### src/hw/rtl/dvru_pkg.sv
`timescale 1ns / 1ps
// Shared types and constants for the distance vector route update block.
// No dependencies; imported by dvru_table and distance_vector_route_update.
package dvru_pkg;

  localparam int NODES  = 8;
  localparam int NODE_W = $clog2(NODES);
  localparam int COST_W = 14;
  localparam int HOP_W  = 4;
  localparam int OP_W   = 2;

  localparam logic [COST_W-1:0] INF_COST = COST_W'(10000);
  localparam logic [HOP_W-1:0]  NO_LINK  = HOP_W'(15);

  localparam logic KIND_LOOKUP = 1'b0;
  localparam logic KIND_UPDATE = 1'b1;

  typedef enum logic [OP_W-1:0] {
    OP_CLEAR  = 2'd0,
    OP_VECTOR = 2'd1,
    OP_LOOKUP = 2'd2
  } op_t;

  typedef logic [NODE_W-1:0] node_idx_t;

  typedef struct packed {
    logic [OP_W-1:0]   operation;
    logic [2:0]        neighbor;
    logic [HOP_W-1:0]  link;
    logic [COST_W-1:0] link_cost;
    logic [2:0]        dest_index;
    logic [COST_W-1:0] advertised_cost;
    logic              first_element;
    logic              last_element;
  } req_t;

  typedef struct packed {
    logic              kind;
    logic [COST_W-1:0] route_cost;
    logic [HOP_W-1:0]  next_link;
    logic              updated;
  } rsp_t;

  typedef struct packed {
    logic [COST_W-1:0] cost;
    logic [HOP_W-1:0]  hop;
  } entry_t;

  // Port A carries the direct-link overwrite, port B the relaxation.
  typedef struct packed {
    logic      clear;
    node_idx_t clr_own;
    logic      a_en;
    node_idx_t a_addr;
    entry_t    a_data;
    logic      b_en;
    node_idx_t b_addr;
    entry_t    b_data;
  } tbl_wr_t;

endpackage

### src/hw/rtl/dvru_table.sv
`timescale 1ns / 1ps
// Route table: two banks with one write port each, a per-entry bank select,
// valid bits that clear the whole table at once, and bypass of the last cycle's writes. Uses dvru_pkg.
module dvru_table import dvru_pkg::*; (
  input  logic      clk,
  input  logic      rst,
  input  logic      rd_en,
  input  node_idx_t rd_addr_n,
  input  node_idx_t rd_addr_d,
  input  tbl_wr_t   wr,
  output entry_t    ent_n,
  output entry_t    ent_d
);

  entry_t bank_a [NODES];
  entry_t bank_b [NODES];

  entry_t    rda_n, rda_d, rdb_n, rdb_d;
  node_idx_t addr_n, addr_d;

  logic [NODES-1:0] valid;
  logic [NODES-1:0] newer;
  node_idx_t        clr_own;
  tbl_wr_t          fwd;

  function automatic entry_t pick(node_idx_t x, entry_t ra, entry_t rb,
                                  logic [NODES-1:0] vld, logic [NODES-1:0] nw,
                                  tbl_wr_t f, node_idx_t own);
    entry_t fa;
    entry_t fb;
    entry_t res;
    fa = (f.a_en && f.a_addr == x) ? f.a_data : ra;
    fb = (f.b_en && f.b_addr == x) ? f.b_data : rb;
    if (!vld[x]) begin
      if (x == own) begin
        res.cost = '0;
        res.hop  = HOP_W'(own);
      end else begin
        res.cost = INF_COST;
        res.hop  = NO_LINK;
      end
    end else begin
      res = nw[x] ? fb : fa;
    end
    return res;
  endfunction

  always_ff @(posedge clk) begin
    if (wr.a_en) begin
      bank_a[wr.a_addr] <= wr.a_data;
    end
    if (rd_en) begin
      rda_n <= bank_a[rd_addr_n];
      rda_d <= bank_a[rd_addr_d];
    end
  end

  always_ff @(posedge clk) begin
    if (wr.b_en) begin
      bank_b[wr.b_addr] <= wr.b_data;
    end
    if (rd_en) begin
      rdb_n <= bank_b[rd_addr_n];
      rdb_d <= bank_b[rd_addr_d];
    end
  end

  always_ff @(posedge clk) begin
    if (rd_en) begin
      addr_n <= rd_addr_n;
      addr_d <= rd_addr_d;
    end
  end

  always_ff @(posedge clk) begin
    if (rst) begin
      valid   <= '0;
      newer   <= '0;
      clr_own <= '0;
      fwd     <= '0;
    end else begin
      fwd <= wr;
      if (wr.clear) begin
        valid   <= '0;
        clr_own <= wr.clr_own;
      end else begin
        if (wr.a_en) begin
          valid[wr.a_addr] <= 1'b1;
          newer[wr.a_addr] <= 1'b0;
        end
        if (wr.b_en) begin
          valid[wr.b_addr] <= 1'b1;
          newer[wr.b_addr] <= 1'b1;
        end
      end
    end
  end

  always_comb begin
    ent_n = pick(addr_n, rda_n, rdb_n, valid, newer, fwd, clr_own);
    ent_d = pick(addr_d, rda_d, rdb_d, valid, newer, fwd, clr_own);
  end

endmodule

### src/hw/rtl/distance_vector_route_update.sv
`timescale 1ns / 1ps
// Distance vector route update, top level. Uses dvru_pkg and dvru_table.
// A taken request is registered in r together with the table read, then relaxed
// and written back; its result strobe (done) is registered alongside that write.
// Throughput: one request per cycle, set by the registered table read plus
// one compare-and-write stage. The receiver cannot stall; busy is high only in reset.
// Reset: own_node is 0, the table returns to its clear state, the change flag drops.
module distance_vector_route_update import dvru_pkg::*; (
  input  logic       clk,
  input  logic       rst,
  input  logic       start,
  output logic       busy,
  input  req_t       req,
  input  logic       cfg_we,
  input  logic [2:0] cfg_data,
  output logic       done,
  output rsp_t       rsp
);

  logic [2:0] own_reg;
  logic       accept;
  logic       s1_vld;
  req_t       r;
  logic       changed;
  logic       changed_next;
  entry_t     ent_n, ent_d;
  tbl_wr_t    wr;
  logic       done_next;
  rsp_t       rsp_next;

  logic              direct;
  logic              relax;
  logic              chg0;
  logic              chg1;
  logic [COST_W-1:0] ncost;
  logic [COST_W-1:0] dcost;
  logic [COST_W:0]   sum;

  assign busy     = rst;
  assign accept   = start && !busy;

  always_ff @(posedge clk) begin
    if (rst) begin
      own_reg <= '0;
    end else if (cfg_we) begin
      own_reg <= cfg_data;
    end
  end

  always_ff @(posedge clk) begin
    if (rst) begin
      s1_vld <= 1'b0;
    end else begin
      s1_vld <= accept;
    end
  end

  always_ff @(posedge clk) begin
    if (accept) begin
      r <= req;
    end
  end

  dvru_table u_table (
    .clk       (clk),
    .rst       (rst),
    .rd_en     (accept),
    .rd_addr_n (node_idx_t'(req.neighbor)),
    .rd_addr_d (node_idx_t'(req.dest_index)),
    .wr        (wr),
    .ent_n     (ent_n),
    .ent_d     (ent_d)
  );

  always_comb begin
    direct = r.first_element && (ent_n.cost != r.link_cost);
    ncost  = direct ? r.link_cost : ent_n.cost;
    dcost  = (direct && r.dest_index == r.neighbor) ? r.link_cost : ent_d.cost;
    sum    = {1'b0, r.advertised_cost} + {1'b0, ncost};
    relax  = {1'b0, dcost} > sum;
    chg0   = r.first_element ? 1'b0 : changed;
    chg1   = chg0 || direct || relax;
  end

  always_comb begin
    wr           = '0;
    wr.clr_own   = node_idx_t'(own_reg);
    wr.a_addr    = node_idx_t'(r.neighbor);
    wr.a_data    = '{cost: r.link_cost, hop: r.link};
    wr.b_addr    = node_idx_t'(r.dest_index);
    wr.b_data    = '{cost: sum[COST_W-1:0], hop: r.link};
    changed_next = changed;
    done_next    = 1'b0;
    rsp_next     = '0;
    if (s1_vld) begin
      case (r.operation)
        OP_CLEAR: begin
          wr.clear     = 1'b1;
          changed_next = 1'b0;
        end
        OP_VECTOR: begin
          wr.a_en = direct;
          wr.b_en = relax;
          if (r.last_element) begin
            done_next        = 1'b1;
            rsp_next.kind    = KIND_UPDATE;
            rsp_next.updated = chg1;
            changed_next     = 1'b0;
          end else begin
            changed_next = chg1;
          end
        end
        OP_LOOKUP: begin
          done_next           = 1'b1;
          rsp_next.kind       = KIND_LOOKUP;
          rsp_next.route_cost = ent_d.cost;
          rsp_next.next_link  = ent_d.hop;
        end
        default: begin
          done_next = 1'b0;
        end
      endcase
    end
  end

  always_ff @(posedge clk) begin
    if (rst) begin
      changed <= 1'b0;
      done    <= 1'b0;
    end else begin
      changed <= changed_next;
      done    <= done_next;
    end
  end

  always_ff @(posedge clk) begin
    rsp <= rsp_next;
  end

`ifndef SYNTHESIS
  a_write_ports_apart: assert property (@(posedge clk) disable iff (rst)
    (wr.a_en && wr.b_en) |-> (wr.a_addr != wr.b_addr))
    else $error("both table ports write one entry");

  a_done_has_request: assert property (@(posedge clk) disable iff (rst)
    done |-> $past(start && !busy, 2))
    else $error("result without a request");

  a_update_fields_zero: assert property (@(posedge clk) disable iff (rst)
    (done && rsp.kind == KIND_UPDATE) |-> (rsp.route_cost == '0 && rsp.next_link == '0))
    else $error("update result carries lookup fields");

  a_flag_drops_at_end: assert property (@(posedge clk) disable iff (rst)
    (s1_vld && r.operation == OP_VECTOR && r.last_element) |=> !changed)
    else $error("change flag held past end of vector");

  a_clear_writes_nothing: assert property (@(posedge clk) disable iff (rst)
    wr.clear |-> (!wr.a_en && !wr.b_en && !done_next))
    else $error("clear request wrote the table or produced a result");
`endif

endmodule

### config.mk
export PLATFORM = sky130hd
export DESIGN_NAME = distance_vector_route_update
export DESIGN_NICKNAME = d
export VERILOG_FILES = /design/src/hw/rtl/dvru_pkg.sv /design/src/hw/rtl/dvru_table.sv /design/src/hw/rtl/distance_vector_route_update.sv
export SDC_FILE = /design/constraint.sdc
export NUM_CORES = 1
export LEC_CHECK = 0
export BUFFER_PORTS_ARGS = -buffer_cell sky130_fd_sc_hd__buf_2
export CELL_PAD_IN_SITES_DETAIL_PLACEMENT = 0
export CELL_PAD_IN_SITES_GLOBAL_PLACEMENT = 1
export CORE_AREA = 2 2 197 199
export CTS_CLUSTER_SIZE = 24
export DETAILED_ROUTE_END_ITERATION = 8
export DIE_AREA = 0 0 199 201
export GPL_TIMING_DRIVEN = 0
export PLACE_DENSITY = 0.81
export SYNTH_ARGS = -nofsm -noshare
export SYNTH_HDL_FRONTEND = slang
export SYNTH_SLANG_ARGS = --single-unit
export TNS_END_PERCENT = 5
### constraint.sdc
create_clock -name clk -period 10.45 [get_ports clk]
set_input_delay 1.5675 -clock clk [delete_from_list [all_inputs] [get_ports clk]]
set_output_delay 1.5675 -clock clk [all_outputs]
set_load 0.03 [all_outputs]
### Yosys cells after proc, flatten, opt, wreduce, memory -nomap -nowiden

Memory sizes are Yosys's and may differ from the RTL's. A register that Yosys moved wholly into a read port is not among the register bits.
Cells that the tools add are included.

| storage, ports and cells | value |
|---|---|
| flip-flop bits (word level) | 127 |
| memory bits (writable) | 288 |
| logic and storage cells | 117 |
| memories kept | 2 |

Memory list:

| name | depth | bits a word | read ports | clocked after memory_dff | wr ports | line | source |
|---|---|---|---|---|---|---|---|
| u_table.bank_a | 8 | 18 | 2 | 2 | 1 | dvru_table.sv:15 | `entry_t bank_a [NODES];` |
| u_table.bank_b | 8 | 18 | 2 | 2 | 1 | dvru_table.sv:16 | `entry_t bank_b [NODES];` |

| cells by class | value |
|---|---|
| add/subtract/negate cells | 1 |
| magnitude comparators | 5 |
| eq/ne operators | 10 |
| multiplexer cells | 47 |
| bitwise logic cells | 6 |
| reduce and logical (&&, ||, !) cells | 20 |

Operators by type and width:

| kind | count |
|---|---|
| 18-bit two-way mux | 10 |
| 8-bit two-way mux | 8 |
| 14-bit two-way mux | 2 |
| 8-bit OR | 3 |
| 3-bit equality test | 7 |
| 1-bit two-way mux | 19 |
| 14-bit by 14-bit adder with 15-bit output | 1 |
| 14-bit by 15-bit greater-than comparator with 1-bit output | 1 |
| 14-bit != test | 1 |
| 1-bit binary-select mux with 3-bit select | 4 |
| 1-bit logical AND | 9 |
| 8-bit bitwise AND | 1 |
| 3-bit by 4-bit less-than comparator with 1-bit output (second input constant) | 2 |
| 8-bit NOT | 1 |
| 1-bit demux with 3-bit select | 2 |
| 3-bit by 1-bit >= comparator with 1-bit output (second input constant) | 2 |
| 2-bit AND reduction | 3 |
| 1-bit one-hot mux with 2 select lines | 2 |
| 2-bit OR reduction | 2 |
| 3-bit AND reduction | 1 |
| 2-bit by 1-bit equality test with 1-bit output (second input constant) | 1 |
| 2-bit equality test (second input constant) | 1 |
| 2-bit zero test | 1 |
| 1-bit logical OR | 2 |
| 3 further kinds | 3 |

### Longest topological paths before layout

Gate-level depths: netlist of run 1.

| logic depth | value |
|---|---|
| word-level depth | 14 |
| depth in mapped cells | 32 |
| gate-level depth less buffers | 28 |

### Cells and area by module

From an unflattened synthesis of run 1, not the netlist that was laid out.

| second synthesis, totals | value |
|---|---|
| cells, all modules | 1340 |
| area, all modules | 22814.4 um^2 |

Modules (own cells, without submodules):

| module | instances | cells each | area an instance (um^2) | seq. area each (um^2) |
|---|---|---|---|---|
| dvru_table | 1 | 1029 | 19129.6 | 12251.8 |
| distance_vector_route_update | 1 | 311 | 3684.8 | 1781.7 |

### Worst setup path after synthesis of run 1

Ideal clock, no wire load.

| timing path | value |
|---|---|
| path kind | input to register |
| start | input rst |
| end | register r[0] in the netlist's numbering (enable) |
| setup time | 0.582 ns |
| arrival | 6.415 ns |
| data required time | 9.868 ns |
| path slack | 3.453 ns |
| cell stages on the path | 2 |
| cell sequence | clkbuf_1 > nor2b_1 |

| on the way | value |
|---|---|
| longest elaborated chain between the ends | 2 |

Ends and longest elaborated chain:

| item | line | source |
|---|---|---|
| start, declared | distance_vector_route_update.sv:10 | `input logic rst,` |
| 1-bit zero test | distance_vector_route_update.sv:40 | `assign accept = start && !busy;` |
| 1-bit logical AND | distance_vector_route_update.sv:40 |  |
| named net accept | distance_vector_route_update.sv:21 | `logic accept;` |
| end signal, assigned | distance_vector_route_update.sv:60 | `r <= req;` |
| end, declared | distance_vector_route_update.sv:23 | `req_t r;` |

The timed path passes the listed nets, and every way through them passes these cells.
A chain may end at the register's enable or synchronous reset.

### Worst setup path in the final report of run 1

| timing path | value |
|---|---|
| start | register u_table.addr_n[2] |
| end | memory u_table.bank_b[2][10] in the netlist's numbering (enable) |

| on the way | value |
|---|---|
| longest elaborated chain between the ends | 14 |
| elaborated cells on any way between the ends | 26 |
| those cells by class | 1 x add/sub; 1 x order compare; 5 x eq/ne; 15 x mux; 4 x reduce/logical |

Ends and longest elaborated chain:

| item | line | source |
|---|---|---|
| start, declared | dvru_table.sv:19 | `node_idx_t addr_n, addr_d;` |
| start signal, assigned | dvru_table.sv:70 | `addr_n <= rd_addr_n;` |
| branches (longest 9 deep; another with 14-bit by 14-bit adder with 15-bit output) | - |  |
| 14-bit by 15-bit greater-than comparator with 1-bit output (*) | distance_vector_route_update.sv:80 | `relax = {1'b0, dcost} > sum;` |
| 1-bit two-way mux (*) | distance_vector_route_update.sv:96 | `case (r.operation)` |
| 1-bit two-way mux (*) | distance_vector_route_update.sv:95 | `if (s1_vld) begin` |
| 1-bit two-way mux (*) | dvru_table.sv:59 | `if (wr.b_en) begin` |
| 1-bit two-way mux (not written as such) (*) | dvru_table.sv:60 | `bank_b[wr.b_addr] <= wr.b_data;` |
| end, declared | dvru_table.sv:16 |  |

Mark *: on every way between the ends. The select of a mux whose other input is x is not followed.

==> summary.md, run 1 <==
| Metric | Value |
|---|---|
| Startpoint class of the critical path | `flop` |
| Worst Setup Path Type | `flop to flop` |
| DR pass1 iterations | `5` |
| Vias in the first global route | `13.3k` |
| Die Ht | `201 um` |
| GRT Util Overall | `30.7%` |
| Cell area after synthesis | `21700 um2` |
| Hold Slack | `0.485 ns` |
| Vias per cell | `6.43` |
| Met3 Use GR | `7.39%` |
| Syn_nets | `1427` |
| Share of post-route cells with drive strength above 1 | `28.0%` |
| Worst VDD drop | `139 uV` |
| CTS Hold Buffers Added | `0` |
| DRT Wirelength | `59.5 mm` |
| Status | `finished clean` |
| Initial antenna violation count | `2` |
| RSZ-0062 raised after global routing | `false` |
| Dpl ws | `1.39 ns` |
| Max-slew violations | `0` |
| CTS tree | `yes` |
| Yosys cell types | `68` |
| Core area | `38100 um2` |
| Hold Crit Class | `flop to flop` |
| Number of warnings issued by yosys | `0` |
| CTS Buffer Depth | `3` |
| Final hold vios | `0` |
| Die W | `199 um` |
| Max incr delay on CP | `0.78 ns` |
| Most frequent cells in the layout | `edfxtp_1 (394), mux4_2 (131), mux2_2 (98)` |
| Measured slew at the worst slew-check pin | `1.46 ns` |
| Max-slew headroom | `2.97%` |
| Sequential cell area | `13500 um2` |
| Most frequent CP cell | `a21oi_1` |
| Mapped Cells | `1345` |
| Port Buffers | `70` |
| Filler cell count | `2710` |
| Number of flops mapped to enable cells by yosys | `394` |
| DP HPWL | `41.8 mm` |
| Post-synth ARST share | `0%` |
| Grt total ovfl | `0` |
| Gr busiest metal | `met2` |
| M2 GR Usage | `48.5%` |
| Setup violators final | `0` |
| Post-layout util | `64.6%` |
| Row count | `72` |
| Nets | `1564` |
| Clk_lat worst skew | `0.60 ns` |
| Post-cts repair resize count | `0` |
| Final worst path period share | `90.4%` |
| Max-Cap Viols | `0` |
| I/O pin cnt | `71` |
| Htree depth | `2` |
| CTS buffer count | `49` |
| Area grow syn2layout | `13.2%` |
| Total via count in the routed design | `13.1k` |
| Fin cells | `2040` |
| Setup TNS | `0 ns` |
| Yosys reg bits | `479` |
| CTS sink cnt | `479` |
| Setup Buffers After CTS | `0` |
| Top flop regs | `u_table.bank_a: 144 flops, u_table.bank_b: 144 flops, u_table.fwd: 40 flops` |
| GR Util met1 | `41.4%` |
| Post-route ant nets | `0` |
| CP required | `10.75 ns` |
| Worst clock skew | `0.0283 ns` |
| CP Capture Type | `flop` |
| Peak Freq | `106 MHz` |
| First-pass GRT wire length | `87.1 mm` |
| Die area | `40000 um2` |
| Largest net degree at the start of global routing | `32` |
| DRC | `0` |
| Register area share after synthesis | `62.3%` |
| Starting density of the core | `57.0%` |
| CP arrival | `9.75 ns` |
| Power Density | `180 nW/um2` |
| Worst Setup Slack, final | `0.999 ns` |
| Commonest non-fill, non-tap cell in the layout | `edfxtp_1` |
| CP max-delay cell | `nor2_2` |
| 1st-iter DRT viols | `1292` |
| DR WL/cell | `29.2 um` |
| Footprint of the multi-input gates | `7760 um2` |
| Crit-path max FO | `10` |
| Cell leakage power | `8.50 nW` |
| Placed cells | `1949` |
| Avg Inst Size Synth | `16.2 um2` |
| Root buffer cell | `clkbuf_16` |
| Worst-path clk slew | `0.06 ns` |
| RePlAce Congestion | `0.931` |
| Min Tclk post-route | `9.45 ns` |
| Top FF cell, synth | `edfxtp_1` |
[power breakdown]
group | leakage (nW) | switching (mW) | internal [mW]
Clock | 0.748 | 0.730 | 0.976
Combinational | 3.47 | 0.326 | 0.194
Sequential | 4.28 | 0.0415 | 2.16
Total | 8.50 | 1.10 | 3.33
[worst paths after layout]
kind,start,cells past startpoint,slack (ns),to
worst max-delay path,u_table.addr_n[2],28,1.0,u_table.bank_b[2][10]
worst min-delay path,own_reg[1],2,0.48,u_table.clr_own[1]
worst max register to register,u_table.addr_n[2],28,1.0,u_table.bank_b[2][10]
worst min register to register,own_reg[1],2,0.48,u_table.clr_own[1]
[critical path: cells and delay by family, from the launching register on]
kind                       cells  cell delay [ns]
muxes                          2             0.91
DFF                            1             0.51
xor gates and xnor gates       3             1.66
AOI/OAI and AO/OA              8             2.37
adders and majority gates      2             0.78
and+or+nand+nor               10             2.28
buffers and inverters          3             0.60
[cell type report]
cell class                      count  share of cell area, %
Buffer                             76                   1.36
Clock inverter                     28                   1.02
Inverter                           46                  0.702
Clock buffer                       62                   5.27
Sequential cell                   479                   55.0
Antenna cell                        1                 0.0102
Tap cell                          518                   2.63
Timing Repair Buffer               86                   2.46
Multi-Input combinational cell    744                   31.6
[logic make-up after synthesis]
| logic type | after synthesis | share of synthesized area (%) |
|---|---|---|
| fa+ha+maj | 33 | 1.93 |
| xor+xnor | 38 | 1.63 |
| mux | 271 | 20.7 |
| flops | 479 | 62.3 |
| buf+inv | 122 | 2.33 |
| simple gates | 232 | 5.50 |
| compound gates | 170 | 5.66 |
[Yosys cell counts (3+ instances only)]
| cell | number | share of area [%] |
|---|---|---|
| inv_1 | 46 | 0.79 |
| xnor2_1 | 22 | 0.89 |
| nand2b_1 | 6 | 0.17 |
| nand3_1 | 13 | 0.30 |
| nor2b_1 | 37 | 1.1 |
| a211oi_1 | 23 | 0.79 |
| o22ai_1 | 4 | 0.12 |
| o21ai_0 | 13 | 0.30 |
| xor2_1 | 13 | 0.52 |
| and3_1 | 4 | 0.12 |
| buf_6 | 4 | 0.21 |
| a31oi_1 | 4 | 0.12 |
| nor4_1 | 11 | 0.32 |
| a22oi_1 | 3 | 0.10 |
| o21a_1 | 5 | 0.17 |
| nor3_1 | 17 | 0.39 |
| buf_4 | 3 | 0.10 |
| mux2i_1 | 40 | 1.8 |
| and2_1 | 3 | 0.086 |
| ha_1 | 32 | 1.8 |
| o211a_1 | 3 | 0.14 |
| buf_2 | 6 | 0.14 |
| edfxtp_1 | 394 | 54 |
| nor2_1 | 70 | 1.2 |
| a22o_1 | 8 | 0.32 |
| clkbuf_1 | 44 | 0.76 |
| buf_1 | 19 | 0.33 |
| xnor2_2 | 3 | 0.22 |
| a21oi_1 | 38 | 0.88 |
| o31ai_1 | 3 | 0.10 |
| o221ai_1 | 7 | 0.28 |
| a21o_1 | 15 | 0.52 |
| nor3b_1 | 6 | 0.21 |
| nand2_1 | 41 | 0.71 |
| a41oi_1 | 14 | 0.56 |
| dfxtp_1 | 85 | 7.8 |
| o211ai_1 | 9 | 0.31 |
| mux2_2 | 98 | 5.1 |
| nand4_1 | 6 | 0.17 |
| o31a_1 | 6 | 0.24 |
| mux4_2 | 131 | 14 |
| a211oi_2 | 5 | 0.29 |
[layer usage]
| layer | wire length, um | part of all wire, % |
|---|---|---|
| met1 | 23200 | 39 |
| met2 | 28200 | 47 |
| met3 | 5570 | 9.4 |
| met4 | 2470 | 4.1 |
| met5 | 16 | 0.027 |
[stage by stage]
stage	cell area, um2	power [mW]
final	24600	4.43
after global routing	24600	4.56
after CTS	24600	4.44
after detailed placement	23100	2.75
after global placement	22700	2.74
after floorplan	21700	2.57
Note: power is estimated with default switching activity, not from simulation.
==> run 2: changes to the inputs <==
Settings changed: CORE_AREA 2 2 197 199 to 2 2 202 204, DIE_AREA 0 0 199 201 to 0 0 204 206, PLACE_DENSITY 0.81 to 0.8, SYNTH_HIERARCHICAL from default to 1.
==> summary.md, run 2 <==
| Metric | Value |
|---|---|
| Setup TNS | `0 ns (unchanged)` |
| Nets | `1518 (-2.9%)` |
| Mapped Cells | `1290 (-4.1%)` |
| CTS Buffer Depth | `3 (unchanged)` |
| RePlAce Congestion | `0.897 (-3.6%)` |
| Sequential Power Share | `49.4% (-0.3 points)` |
| Max-slew headroom | `15.9% (+13 points)` |
| Row count | `74 (+2.8%)` |
| Die Ht | `206 um (+2.5%)` |
| Placed Area | `23500 um2 (+1.9%)` |
| Commonest non-fill, non-tap cell in the layout | `edfxtp_1` |
| Family with the most delay on the worst path | `simple AND/OR/NAND/NOR gates` |
| Cell area after synthesis | `22000 um2 (+1.1%)` |
| Most frequent CP cell | `nand2_1` |
| Filler cell count | `2859 (+5.5%)` |
| Htree depth | `2 (unchanged)` |
| Max incr delay on CP | `0.78 ns (about the same)` |
| Vias per cell | `6.24 (-2.9%)` |
| RSZ-0062 raised after global routing | `false` |
| CTS buffer count | `51 (+4.1%)` |
| Grt total ovfl | `0 (unchanged)` |
| Internal power | `3.49 mW (+4.9%)` |
| Final hold vios | `0 (unchanged)` |
| Net switching fraction of the power | `23.0% (-1.8 points)` |
| DRT Wirelength | `56.9 mm (-4.3%)` |
| Crit-path max FO | `12 (+2)` |
| Worst-path clk slew | `0.06 ns (about the same)` |
| Cell leakage power | `8.80 nW (+3.6%)` |
| Core area | `40200 um2 (+5.5%)` |
| Setup violators final | `0 (unchanged)` |
| Measured slew at the worst slew-check pin | `1.25 ns (-0.203 ns)` |
| Final Instance Area | `25300 um2 (+2.6%)` |
| Post-route ant nets | `0 (unchanged)` |
| Post-cts repair resize count | `0 (unchanged)` |
| 1st-iter DRT viols | `1377 (+6.6%)` |
| Max-Cap Viols | `0 (unchanged)` |
| Clk_lat worst skew | `0.60 ns (about the same)` |
| GRT Util Overall | `27.9% (-2.9 points)` |
| DP HPWL | `41.3 mm (-1.1%)` |
| Number of warnings issued by yosys | `6 (+6)` |
| Status | `finished clean` |
| CP Capture Type | `flop` |
| Hold Crit Class | `flop to flop` |
| Worst VDD drop | `134 uV (-3.1%)` |
| Root buffer cell | `clkbuf_16` |
| Area grow syn2layout | `14.9%` |
| Max-slew violations | `0 (unchanged)` |
| Starting density of the core | `54.7% (-2.3 points)` |
| Vias in the first global route | `12.4k (-6.7%)` |
| Combinational Power Share | `9.2% (-2.5 points)` |
| Die W | `204 um (+2.5%)` |
| DRC | `0 (unchanged)` |
| Avg Inst Size Synth | `17.0 um2 (+5.4%)` |
| Share of post-route cells with drive strength above 1 | `31.7% (+3.7 points)` |
| DR pass1 iterations | `5 (unchanged)` |
| Peak Freq | `103 MHz (-2.3%)` |
| Setup Buffers After CTS | `0 (unchanged)` |
| Total via count in the routed design | `12.6k (-4.2%)` |
| Clock Power Share | `41.4% (+2.9 points)` |
| Sw Pwr | `1.04 mW (-4.9%)` |
| CTS sink cnt | `489 (+2.1%)` |
| CP max-delay cell | `nor2_2` |
| CP required | `10.74 ns (about the same)` |
| I/O pin cnt | `71 (unchanged)` |
| Syn_nets | `1371 (-3.9%)` |
| Power Density | `180 nW/um2 (-0.17%)` |
| Most frequent cells in the layout | `edfxtp_1 (400), mux4_2 (136), buf_2 (93)` |
| Port Buffers | `70 (unchanged)` |
| Worst clock skew | `0.0235 ns (-0.00481 ns)` |
| CP arrival | `9.97 ns (+0.22 ns)` |
| DR WL/cell | `28.3 um (-3.0%)` |
| Crit path buf inv count | `6 (+3)` |
| Hold Slack | `0.484 ns (-0.000456 ns)` |
| Top flop regs | `u_table/bank_a: 144 flops, u_table/bank_b: 144 flops, u_table/fwd: 44 flops` |
| Worst Setup Path Type | `flop to flop` |
| Final worst path period share | `92.6% (+2.1 points)` |
| Startpoint class of the critical path | `flop` |
| CTS Hold Buffers Added | `0 (unchanged)` |
| Die area | `42000 um2 (+5.1%)` |
| CTS tree | `yes` |
| First-pass GRT wire length | `82.8 mm (-4.9%)` |
| Largest net degree at the start of global routing | `33 (+3.1%)` |
| Initial antenna violation count | `1 (-1)` |
| Min Tclk post-route | `9.67 ns (+0.221 ns)` |
-- run 2: metal layers --
metal	share of wire, %	vias up	track usage [%]
li1	-	5485	-
met1	42	6489	39.1
met2	47	500	43.7
met3	7.8	90	6.07
met4	3.3	0	9.68
met5	0	-	0
-- run 2: worst paths after layout --
check / startpoint / endpoint / depth (start not counted) / slack [ns]
min: u_table/newer[6] / u_table/newer[6] / 2 / 0.48
max: u_table/addr_n[1] / u_table/bank_b[3][9] / 29 / 0.78
max reg2reg: u_table/addr_n[1] / u_table/bank_b[3][9] / 29 / 0.78
min reg2reg: u_table/newer[6] / u_table/newer[6] / 2 / 0.48
-- run 2: stage by stage --
stage          setup slack (ns)  std cells  util [%]  total power [mW]
2_1_floorplan              2.50       1290         -              2.54
3_3_place_gp              -1.02       1892      57.2              2.68
3_5_place_dp              0.904       1916      58.4              2.69
4_1_cts                   0.885       2011      62.8              4.57
5_1_grt                   0.337       2011      62.8              4.68
6_report                  0.778       2014      62.9              4.54
-- run 2: power by group through the flow --
| stage | clock [mW] | sequential [mW] | combinational, mW |
|---|---|---|---|
| 2_1_floorplan | 0 | 2.26 | 0.273 |
| 3_5_place_dp | 0 | 2.28 | 0.414 |
| 4_1_cts | 1.91 | 2.24 | 0.417 |
| 5_1_grt | 1.99 | 2.24 | 0.449 |
| 6_report | 1.88 | 2.24 | 0.418 |
| 3_3_place_gp | 0 | 2.28 | 0.403 |
-- run 2: worst min-delay path, cell delays in order, from the launching register on --
cell     delay, ns
dfxtp_1       0.32
o31ai_1       0.06
a21oi_1       0.05
-- run 2: layout make-up --
cell class | instances | area (um2) | area share, %
buffer | 82 | 408 | 1.61
timing repair buffer | 94 | 787 | 3.12
inverter | 36 | 135 | 0.535
antenna | 3 | 7.51 | 0.0297
tap | 532 | 666 | 2.64
clock inverter | 26 | 300 | 1.19
clock buffer | 69 | 1470 | 5.80
sequential | 489 | 13800 | 54.6
multi-input combinational | 683 | 7700 | 30.5
==> run 3: changes to the inputs <==
Settings changed: CELL_PAD_IN_SITES_DETAIL_PLACEMENT 0 to default, CELL_PAD_IN_SITES_GLOBAL_PLACEMENT 1 to default, CORE_AREA 2 2 202 204 to 2 2 191 193, DIE_AREA 0 0 204 206 to 0 0 193 195, PLACE_DENSITY 0.8 to 0.78.
==> summary.md, run 3 (same netlist as run 2, synthesis figures left out) <==
| Metric | Value |
|---|---|
| Status | `finished clean` |
| DRT Wirelength | `60.6 mm (+6.4%)` |
| Crit-path max FO | `10 (-2)` |
| Die area | `37600 um2 (-10%)` |
| Nets | `1518 (unchanged)` |
| Crit path buf inv count | `7 (+1)` |
| R2R Setup Slk | `0.68 ns (-0.10 ns)` |
| CP arrival | `10.06 ns (+0.09 ns)` |
| Share of post-route cells with drive strength above 1 | `31.8% (+0.046 points)` |
| Stages on worst setup path | `30 (+3.4%)` |
| Final hold vios | `0 (unchanged)` |
| CP max-delay cell | `xor2_1` |
| CTS Hold Buffers Added | `0 (unchanged)` |
| Max-slew headroom | `20.2% (+4.3 points)` |
| Setup TNS | `0 ns (unchanged)` |
| Largest net degree at the start of global routing | `31 (-6.1%)` |
| Startpoint class of the critical path | `flop` |
| Die Ht | `195 um (-5.3%)` |
| CP Capture Type | `flop` |
| Setup Buffers After CTS | `0 (unchanged)` |
| Root buffer cell | `clkbuf_16` |
| Critical path endpoint | `u_table/bank_b[1][0]` |
| CTS buffer count | `51 (unchanged)` |
| I/O pin cnt | `71 (unchanged)` |
| CP required | `10.74 ns (about the same)` |
| Post-layout util | `71.5% (+8.6 points)` |
| Min Tclk post-route | `9.77 ns (+0.0991 ns)` |
| Worst-path clk slew | `0.06 ns (about the same)` |
| Power Density | `184 nW/um2 (+2.2%)` |
| Max incr delay on CP | `0.78 ns (about the same)` |
| CTS tree | `yes` |
| Family with the most delay on the worst path | `compound AO/OA/AOI/OAI gates` |
| Reg2reg path depth | `30 (+3.4%)` |
| Post-route ant nets | `0 (unchanged)` |
| Post-cts repair resize count | `0 (unchanged)` |
| Max-Cap Viols | `0 (unchanged)` |
| RSZ-0062 raised after global routing | `false` |
| Measured slew at the worst slew-check pin | `1.19 ns (-0.0642 ns)` |
| Die W | `193 um (-5.4%)` |
| Critical Path Start | `u_table/addr_n[1]` |
| R2r startpoint | `u_table/addr_n[1]` |
| Starting density of the core | `62.1% (+7.4 points)` |
| Max-slew violations | `0 (unchanged)` |
| Final worst path period share | `93.5% (+0.95 points)` |
| Cell leakage power | `8.86 nW (+0.69%)` |
| Filler cell count | `2192 (-23%)` |
| First-pass GRT wire length | `89.1 mm (+7.7%)` |
| DR pass1 iterations | `8 (+3)` |
| GRT Util Overall | `33.5% (+5.6 points)` |
| Most frequent cells in the layout | `edfxtp_1 (400), mux4_2 (136), buf_2 (93)` |
| Placed Area | `23400 um2 (-0.23%)` |
| Peak Freq | `102 MHz (-1.0%)` |
| Core area | `35400 um2 (-12%)` |
| Row count | `69 (-6.8%)` |
| Most frequent CP cell | `nand2_1` |
| Vias per cell | `6.82 (+9.3%)` |
| Final Instance Area | `25300 um2 (+0.14%)` |
| Grt total ovfl | `0 (unchanged)` |
| Area grow syn2layout | `15.1%` |
| Clk_lat worst skew | `0.60 ns (about the same)` |
| Commonest non-fill, non-tap cell in the layout | `edfxtp_1` |
| DRC | `0 (unchanged)` |
| RePlAce Congestion | `0.947 (+5.6%)` |
| Hold Crit Class | `flop to flop` |
| CTS Buffer Depth | `3 (unchanged)` |
| Htree depth | `2 (unchanged)` |
| Worst VDD drop | `167 uV (+25%)` |
| FF-to-FF End | `u_table/bank_b[1][0]` |
| Worst Setup Path Type | `flop to flop` |
| Top flop regs | `u_table/bank_a: 144 flops, u_table/bank_b: 144 flops, u_table/fwd: 44 flops` |
| 1st-iter DRT viols | `1610 (+17%)` |
| Initial antenna violation count | `1 (unchanged)` |
| CTS sink cnt | `489 (unchanged)` |
| Setup violators final | `0 (unchanged)` |
| Number of inserted diodes | `0 (-3)` |
| Vias in the first global route | `13.5k (+8.3%)` |
| Worst clock skew | `0.0220 ns (-0.00150 ns)` |
| Port Buffers | `70 (unchanged)` |
| DR WL/cell | `31.2 um (+10%)` |
| Total via count in the routed design | `13.2k (+5.3%)` |
| DP HPWL | `41.9 mm (+1.4%)` |
## run 3: cell types whose count changed in the layout (fill, tap and decap cells not counted), sizes merged
| cell | before | now |
|---|---|---|
| clkinv | 15 | 9 |
| bufinv | 6 | 8 |
| clkinvlp | 3 | 1 |
| diode | 3 | 0 |
| clkbuf | 113 | 120 |
## run 3: per-layer routing
metal	vias to the layer above	track usage, %	part of all wire [%]
met3	129	5.28	9.0
met1	6827	48.2	40
met2	801	51.3	47
met5	-	0	0
met4	0	14.6	4.4
li1	5478	-	-
## run 3: layout make-up
| cell class | count | area, um2 | share of cell area (%) |
|---|---|---|---|
| Buffer | 82 | 408 | 1.61 |
| Sequential cell | 489 | 13800 | 54.5 |
| Clock inverter | 20 | 320 | 1.27 |
| Clock buffer | 76 | 1540 | 6.10 |
| Inverter | 36 | 135 | 0.534 |
| Tap cell | 461 | 577 | 2.28 |
| Multi-Input combinational cell | 683 | 7700 | 30.4 |
| Timing Repair Buffer | 94 | 821 | 3.24 |
## run 3: per-stage QoR
step	std cells	hold WS [ns]	setup WS (ns)	total power [mW]
2_1_floorplan	1290	0.445	2.50	2.54
3_3_place_gp	1821	0.461	-1.12	2.68
3_5_place_dp	1845	0.476	0.882	2.70
4_1_cts	1941	0.483	0.838	4.66
5_1_grt	1941	0.515	0.237	4.76
6_report	1941	0.491	0.679	4.64
## run 3: worst reg2reg max path: cells and delay by family (launching register included)
family	cells	cell delay, ns
fa+ha+maj	2	0.64
compound gates	7	2.50
mux	2	0.67
buf+inv	7	1.79
xor+xnor	3	1.18
flops	1	0.31
simple gates	9	2.38
## run 3: worst min path at each step
stage	slack, ns	startpoint	depth (start not counted)	end
final	0.49	u_table/newer[6]	2	u_table/newer[6]
after global placement	0.46	u_table/newer[6]	2	u_table/newer[6]
after CTS	0.48	u_table/newer[6]	2	u_table/newer[6]
after global routing	0.52	u_table/newer[5]	2	u_table/newer[5]
after detailed placement	0.48	u_table/newer[6]	2	u_table/newer[6]
after floorplan	0.45	u_table/newer[1]	2	u_table/newer[1]
## run 3: power by group
part,switching [mW],internal [mW]
registers,0.0471,2.19
logic,0.261,0.167
clock network,0.754,1.22
total,1.06,3.58
